`config.mk`:
```
export PLATFORM = sky130hd
export DESIGN_NAME = tws_ctrl
export DESIGN_NICKNAME = d
export VERILOG_FILES = /design/src/rtl/core/tws_pkg.sv /design/src/rtl/core/tws_ctrl.sv
export SDC_FILE = /design/constraint.sdc
export NUM_CORES = 1
export LEC_CHECK = 0
export CAP_MARGIN = 0
export CORE_MARGIN = 2
export CORE_UTILIZATION = 28
export CTS_CLUSTER_DIAMETER = 30
export DETAILED_ROUTE_END_ITERATION = 8
export DONT_BUFFER_PORTS = 1
export PLACE_DENSITY = 0.48
export SYNTH_ARGS = -nofsm -noshare
export SYNTH_HDL_FRONTEND = slang
export SYNTH_SLANG_ARGS = --single-unit
```
`constraint.sdc`:
```
create_clock -name clk -period 4 [get_ports clk]
set_input_delay 0.6 -clock clk [delete_from_list [all_inputs] [get_ports clk]]
set_output_delay 0.6 -clock clk [all_outputs]
set_load 0.005 [all_outputs]
```
`src/rtl/core/tws_pkg.sv`:
```
// timing wheel scheduler package: widths, codes, entry layout, arming math
// no dependencies; used by every module of the block but tws_ram
package tws_pkg;

  localparam int MAX_EVENTS_DEF = 64;
  localparam int WHEEL_SLOTS    = 256;
  localparam int SLOT_W         = 8;
  localparam int ROUND_W        = 16;
  localparam int GEN_BITS       = 8;
  localparam int POS_BITS       = 6;
  localparam int HANDLE_W       = GEN_BITS + POS_BITS;
  localparam int TICK_W         = 32;
  localparam int REP_W          = 16;
  localparam logic [REP_W-1:0] REP_FOREVER = '1;

  typedef enum logic [1:0] {
    CMD_INSERT = 2'd0,
    CMD_REMOVE = 2'd1,
    CMD_DELAY  = 2'd2,
    CMD_TICK   = 2'd3
  } cmd_t;

  typedef enum logic [1:0] {
    STS_OK       = 2'd0,
    STS_FULL     = 2'd1,
    STS_NOTFOUND = 2'd2
  } sts_t;

  typedef struct packed {
    logic [SLOT_W-1:0]  slot;
    logic [ROUND_W-1:0] round;
  } when_t;

  typedef struct packed {
    logic [GEN_BITS-1:0] gen;
    logic [TICK_W-1:0]   period;
    logic [REP_W-1:0]    repeats;
    when_t               due;
  } entry_t;

  typedef enum logic [3:0] {
    ST_IDLE, ST_DISP, ST_SRCH, ST_CLAIM, ST_POST, ST_LOOK,
    ST_TK_RD, ST_TK_EV, ST_TK_END
  } state_t;

  typedef enum logic [3:0] {
    OP_NONE, OP_CAPTURE, OP_FULL, OP_NOTFOUND, OP_SRCH_START, OP_STEP,
    OP_CLAIM, OP_REMOVE, OP_DELAY, OP_TK_START, OP_TK_FIRE, OP_TK_SKIP,
    OP_TK_END
  } op_t;

  typedef struct packed {
    cmd_t cmd;
    logic full;
    logic lk_bad;
    logic gen_ok;
    logic can_emit;
    logic alloc_busy;
    logic tk_match;
    logic scan_last;
    logic pend;
  } dp_sts_t;

  // slot and round at which an event lands, ticks after base
  function automatic when_t arm(input logic [TICK_W-1:0] ticks,
                                input logic [SLOT_W:0] base,
                                input logic [ROUND_W-1:0] cur_round);
    logic [TICK_W:0] idx;
    when_t w;
    idx = {1'b0, ticks} + (TICK_W+1)'(base);
    w.slot = idx[SLOT_W-1:0];
    w.round = cur_round + idx[SLOT_W+ROUND_W-1:SLOT_W];
    return w;
  endfunction

endpackage

```
`src/rtl/core/tws_ctrl.sv`:
```
// timing wheel controller: sequences insert search, lookup and tick scan
// depends on tws_pkg
module tws_ctrl (
  input  logic             clk,
  input  logic             rst_n,
  input  logic             in_valid,
  output logic             in_stall,
  input  tws_pkg::dp_sts_t sts,
  output tws_pkg::op_t     op
);

  tws_pkg::state_t state_r, state_nxt;

  always_ff @(posedge clk) begin
    if (!rst_n) begin
      state_r <= tws_pkg::ST_IDLE;
    end else begin
      state_r <= state_nxt;
    end
  end

  always_comb begin
    state_nxt = state_r;
    case (state_r)
      tws_pkg::ST_IDLE: if (in_valid) state_nxt = tws_pkg::ST_DISP;
      tws_pkg::ST_DISP: begin
        case (sts.cmd)
          tws_pkg::CMD_INSERT: begin
            if (!sts.full) state_nxt = tws_pkg::ST_SRCH;
            else if (sts.can_emit) state_nxt = tws_pkg::ST_IDLE;
          end
          tws_pkg::CMD_REMOVE, tws_pkg::CMD_DELAY: begin
            if (!sts.lk_bad) state_nxt = tws_pkg::ST_LOOK;
            else if (sts.can_emit) state_nxt = tws_pkg::ST_IDLE;
          end
          default: state_nxt = tws_pkg::ST_TK_RD;
        endcase
      end
      tws_pkg::ST_SRCH: if (!sts.alloc_busy) state_nxt = tws_pkg::ST_CLAIM;
      tws_pkg::ST_CLAIM: if (sts.can_emit) state_nxt = tws_pkg::ST_POST;
      tws_pkg::ST_POST: if (!sts.alloc_busy) state_nxt = tws_pkg::ST_IDLE;
      tws_pkg::ST_LOOK: if (sts.can_emit) state_nxt = tws_pkg::ST_IDLE;
      tws_pkg::ST_TK_RD: state_nxt = tws_pkg::ST_TK_EV;
      tws_pkg::ST_TK_EV: begin
        if (!(sts.tk_match && sts.pend && !sts.can_emit)) begin
          state_nxt = sts.scan_last ? tws_pkg::ST_TK_END : tws_pkg::ST_TK_RD;
        end
      end
      tws_pkg::ST_TK_END: if (sts.can_emit) state_nxt = tws_pkg::ST_IDLE;
      default: state_nxt = tws_pkg::ST_IDLE;
    endcase
  end

  always_comb begin
    op = tws_pkg::OP_NONE;
    in_stall = 1'b1;
    case (state_r)
      tws_pkg::ST_IDLE: begin
        in_stall = 1'b0;
        if (in_valid) op = tws_pkg::OP_CAPTURE;
      end
      tws_pkg::ST_DISP: begin
        case (sts.cmd)
          tws_pkg::CMD_INSERT: begin
            if (!sts.full) op = tws_pkg::OP_SRCH_START;
            else if (sts.can_emit) op = tws_pkg::OP_FULL;
          end
          tws_pkg::CMD_REMOVE, tws_pkg::CMD_DELAY: begin
            if (sts.lk_bad && sts.can_emit) op = tws_pkg::OP_NOTFOUND;
          end
          default: op = tws_pkg::OP_TK_START;
        endcase
      end
      tws_pkg::ST_SRCH, tws_pkg::ST_POST: if (sts.alloc_busy) op = tws_pkg::OP_STEP;
      tws_pkg::ST_CLAIM: if (sts.can_emit) op = tws_pkg::OP_CLAIM;
      tws_pkg::ST_LOOK: begin
        if (sts.can_emit) begin
          if (!sts.gen_ok) op = tws_pkg::OP_NOTFOUND;
          else if (sts.cmd == tws_pkg::CMD_REMOVE) op = tws_pkg::OP_REMOVE;
          else op = tws_pkg::OP_DELAY;
        end
      end
      tws_pkg::ST_TK_EV: begin
        if (!sts.tk_match) op = tws_pkg::OP_TK_SKIP;
        else if (!sts.pend || sts.can_emit) op = tws_pkg::OP_TK_FIRE;
      end
      tws_pkg::ST_TK_END: if (sts.can_emit) op = tws_pkg::OP_TK_END;
      default: op = tws_pkg::OP_NONE;
    endcase
  end

endmodule

```
* Word level (Yosys, flattened, before mapping)
Index checks and enable logic that the tools add are counted.
** Storage, ports and cells
- Bits in registers :: 4
- Input port bits :: 13
- Output and inout port bits :: 5
- Word-level logic and storage cells :: 54
** Operators by class
- Equal/unequal tests :: 15
- Reduce and logical (&&, ||, !) cells :: 12
- Multiplexer cells :: 26
** Operators by type and width (number)
- 2-to-1 mux 4 bit :: 15
- case mux 4 bit (8 select lines) :: 1
- case mux 4 bit (7 select lines) :: 1
- equality test 4 x 3 -> 1 bit, second input constant :: 4
- case mux 4 bit (2 select lines) :: 2
- inequality test 2 bit, second input constant :: 5
- 2-to-1 mux 3 bit :: 3
- equality test 4 x 2 -> 1 bit, second input constant :: 2
- OR reduction 2 bit :: 3
- AND reduction 5 bit :: 1
- equality test 4 x 1 -> 1 bit, second input constant :: 1
- equality test 4 bit, second input constant :: 1
- logical NOT 4 bit :: 1
- 2-to-1 mux 2 bit :: 2
- logical AND 1 bit :: 3
- equality test 2 x 1 -> 1 bit, second input constant :: 1
- equality test 2 bit, second input constant :: 1
- logical NOT 1 bit :: 2
- logical NOT 2 bit :: 1
- 2-to-1 mux 1 bit :: 2
- logical OR 1 bit :: 1

* Logic depth before layout (Yosys ltp)
- Word-level depth :: 5
- Depth in mapped cells :: 6
- Depth with buffers taken out :: 6

* Worst setup path after synthesis
OpenSTA, ideal clock, no wires.
- Path type :: input port to output port
- From :: input sts[8] (netlist name)
- To :: output op[1]
- Buffers on the path :: 0
- Cell stages on the path :: 6
- Required time :: 3.400 ns
- Slack :: 1.979 ns
- Arrival :: 1.421 ns
- Cell sequence :: inv_1 ha_1 a22oi_1 nor3_2 a31oi_1 o21ai_0
** Between the ends
- Word-level cells in the longest chain between the ends :: 5
- Elaborated cells on any way between the ends :: 9
- Those cells by class :: 2 x eq/ne; 5 x mux; 2 x reduce/logical
** RTL lines
- from (decl) :: RTL line tws_ctrl.sv:8 : input tws_pkg::dp_sts_t sts,
- equality test 2 x 1 -> 1 bit :: RTL line tws_ctrl.sv:63, tws_ctrl.sv:79
- 2-to-1 mux 4 bit :: RTL line tws_ctrl.sv:79 : else if (sts.cmd == tws_pkg::CMD_REMOVE) op = tws_pkg::OP_REMOVE;
- 2-to-1 mux 4 bit :: RTL line tws_ctrl.sv:78 : if (!sts.gen_ok) op = tws_pkg::OP_NOTFOUND;
- 2-to-1 mux 4 bit :: RTL line tws_ctrl.sv:77 : if (sts.can_emit) begin
- case mux 4 bit (7 select lines) * :: RTL line tws_ctrl.sv:57 : case (state_r)
- to (decl) :: RTL line tws_ctrl.sv:9 : output tws_pkg::op_t op
Every way passes the cells marked *; elsewhere a longest branch is shown, timed or not.

* Worst setup path after layout
- From :: register state_r[0]
- To :: output op[1]
** Between the ends
- Word-level cells in the longest chain between the ends :: 3
- Elaborated cells on any way between the ends :: 10
- Those cells by class :: 7 x eq/ne; 1 x mux; 2 x reduce/logical
** RTL lines
- from (decl) :: RTL line tws_ctrl.sv:12 : tws_pkg::state_t state_r, state_nxt;
- from (signal assigned) :: RTL line tws_ctrl.sv:16 : state_r <= tws_pkg::ST_IDLE;
- from (signal assigned) :: RTL line tws_ctrl.sv:18 : state_r <= state_nxt;
- equality test 4 x 2 -> 1 bit or equality test 4 x 3 -> 1 bit (tied branches) :: RTL line tws_ctrl.sv:57
- OR reduction 2 bit :: RTL line tws_ctrl.sv:57
- case mux 4 bit (7 select lines) * :: RTL line tws_ctrl.sv:57
Marked as above.

==> metrics.txt <==
Layout area overhead=4.713%; Final Net Count=between 100 and 150; drt total wl=1594 um; Worst Max-Slew Pin Slew=0.5785 ns; worst endpoint required time=3.40 ns; Synth cell types=37; pin count of the biggest net entering global routing=19; Clock Sinks=4; layout cell share with drive strength beyond 1=between 10 and 15%; Main synth FF type=dfxtp_1; die width=around 51 um; I/O pins=18; Register Area=80.08 um2; flop2flop setup slack=2.23 ns; # resized after CTS=0; Max VDD drop=roughly 0.16 mV; worst path bufs/invs=0; static leakage=0.2363 nW; Max Slew Vio Count=0; Synth area leader=dfxtp_1; gr usage total=13.93%; CP max-delay cell=dfxtp_1; sequential share of the synthesized area=13.11%; Std-Cell Rows=16; residual DRC count=0; Worst path max stage delay=about 0.60 ns; first-pass iteration count of the detailed router=5; # Max-Cap Violations=0; Sum Neg Setup Slack=0 ns; Via Count=653; initial core utilization=between 30% and 40%; element type at the critical path end=output port; fin area=639.4 um2; register bit total from synthesis=4; total grt overflow=0; CTS max path bufs=2; clock root buffer=clkbuf_4; yosys warns=0; Post-Place Cell Area=616.8 um2; core area=0.002002 mm2; Worst Setup Start Kind=flop; vias in the first global route=598; critical path class=flop to output port; fin crit share=61.51%; final hold violation count=0; CTS tree=done; number of synthesized flops with an enable pin=0; final std cells w/o fill=110; synth top area cells=dfxtp_1, a22o_1, ha_1, o21ai_0, nand2b_1; Worst Clk Skew=approximately 0.0061 ns; FFs w/ async S/R, synth=0%; Antenna Nets Post-Route=0; hold-fix buffers at CTS=0; IO Port Bufs=0; mean number of vias per cell=slightly below 6; first-pass GRT wire length=around 2800 um; Synth top area share=between 10% and 20%; outcome=completed; Largest Register=state_r; Die Y=50.70 um; Synth Instances=85; H-tree depth=1; initial antenna violation count=0; Max Freq=406.5 MHz; Setup Buffers After CTS=0; mapped cell area=~610 um2; top cells by count, synth=nor2_1, o21ai_0, nand2_1; Slew HR=61.38%; Worst-Skew Late Latency=0.24 ns; Largest register FFs=4; delay-heaviest family, CP=simple AND/OR/NAND/NOR gates; crit-path max FO=16; crit path DAT=1.86 ns; CTS buffer count=3; Placer Congestion=0.7179; Antenna diodes=0; Syn Nets=101; dpl hpwl=1237 um; Fill cells=229; pwr/cell area=411.8 mW/mm2; Placed Cells=107; crit path time final=2.460 ns; RSZ-0062 raised after global routing=no; HP Class=input port to flop; Final Setup Violations=0; biggest regs=state_r: 4 flops; Die ar.=0.002570 mm2; most frequent cell after synthesis=nor2_1; area of the multi-input gates=488.0 um2; critical path, cell by cell=or4b_4, nor3_2, a31oi_1, o21ai_0; Reg clk slew, reported paths=0.04 ns; Mean Syn Cell Area=7.183 um2; wire per inst=14.49 um; 1st-iter DRT viols=19
-- cell usage in the layout (no fill, tap or decap), types with 4 or more instances in the layout --
cell / n
nor2b_1: 4
nor2_1: 8
o21ai_0: 7
inv_1: 4
nand2_1: 6
dfxtp_1: 4
a21oi_1: 4
nand2b_1: 5
a22o_1: 5
-- kinds of logic (layout without fill, tap and decap cells) --
kind of cell | after synthesis | in the layout | share of synthesized area [%]
xor gates and xnor gates | 1 | 1 | 1.435
adders and majority gates | 3 | 3 | 6.148
muxes | 2 | 2 | 3.484
buffers and inverters | 9 | 7 | 6.965
DFF | 4 | 4 | 13.12
AOI/OAI and AO/OA | 28 | 28 | 32.99
and+or+nand+nor | 38 | 38 | 35.86
-- report_power, final --
group,switching (mW),internal [mW]
sequential,0.0281,0.0472
clock,0.0168,0.0336
combinational,0.0699,0.0677
total,0.115,0.148
-- worst reg2reg max path, delay by kind of cell (launching register included) --
kind | cells | cell delay (ns)
AO/OA/AOI/OAI | 3 | 0.60
AND/OR/NAND/NOR | 1 | 0.60
flip-flops | 1 | 0.46
-- per-stage QoR --
step / setup slack [ns] / hold WS, ns / util (%) / power [mW]
after global routing: 1.380 / 0.5003 / 31.94 / 0.2912
after global placement: 1.822 / 0.7325 / 30.81 / 0.2118
final: 1.540 / 0.5000 / 31.94 / 0.2633
after floorplan: 1.979 / 0.6492 / - / 0.1900
after detailed placement: 1.779 / 0.7436 / 30.81 / 0.2133
after CTS: 1.520 / 0.4977 / 31.94 / 0.2660
-- final cells by class --
class                           instances  area share [%]
Tap cell                               27           5.284
Inverter                                4           2.348
Multi-Input combinational cell         72           76.32
Sequential cell                         4           12.52
Clock buffer                            3           3.523
-- routing by layer --
metal | global-route usage [%] | share of wire [%] | vias to the layer above
met3 | 5.357 | 9.1 | 0
met4 | 1.351 | 0 | 0
li1 | - | - | 318
met5 | 0 | 0 | -
met2 | 22.15 | 48 | 28
met1 | 18.43 | 43 | 307
-- path summary, 6_finish.rpt --
check             start         end  cells after the start
max          state_r[0]       op[1]                      4
min              sts[1]  state_r[3]                      2
max reg2reg  state_r[1]  state_r[0]                      4
min reg2reg  state_r[0]  state_r[0]                      1
No activity file was read; power rests on OpenSTA's default activity.
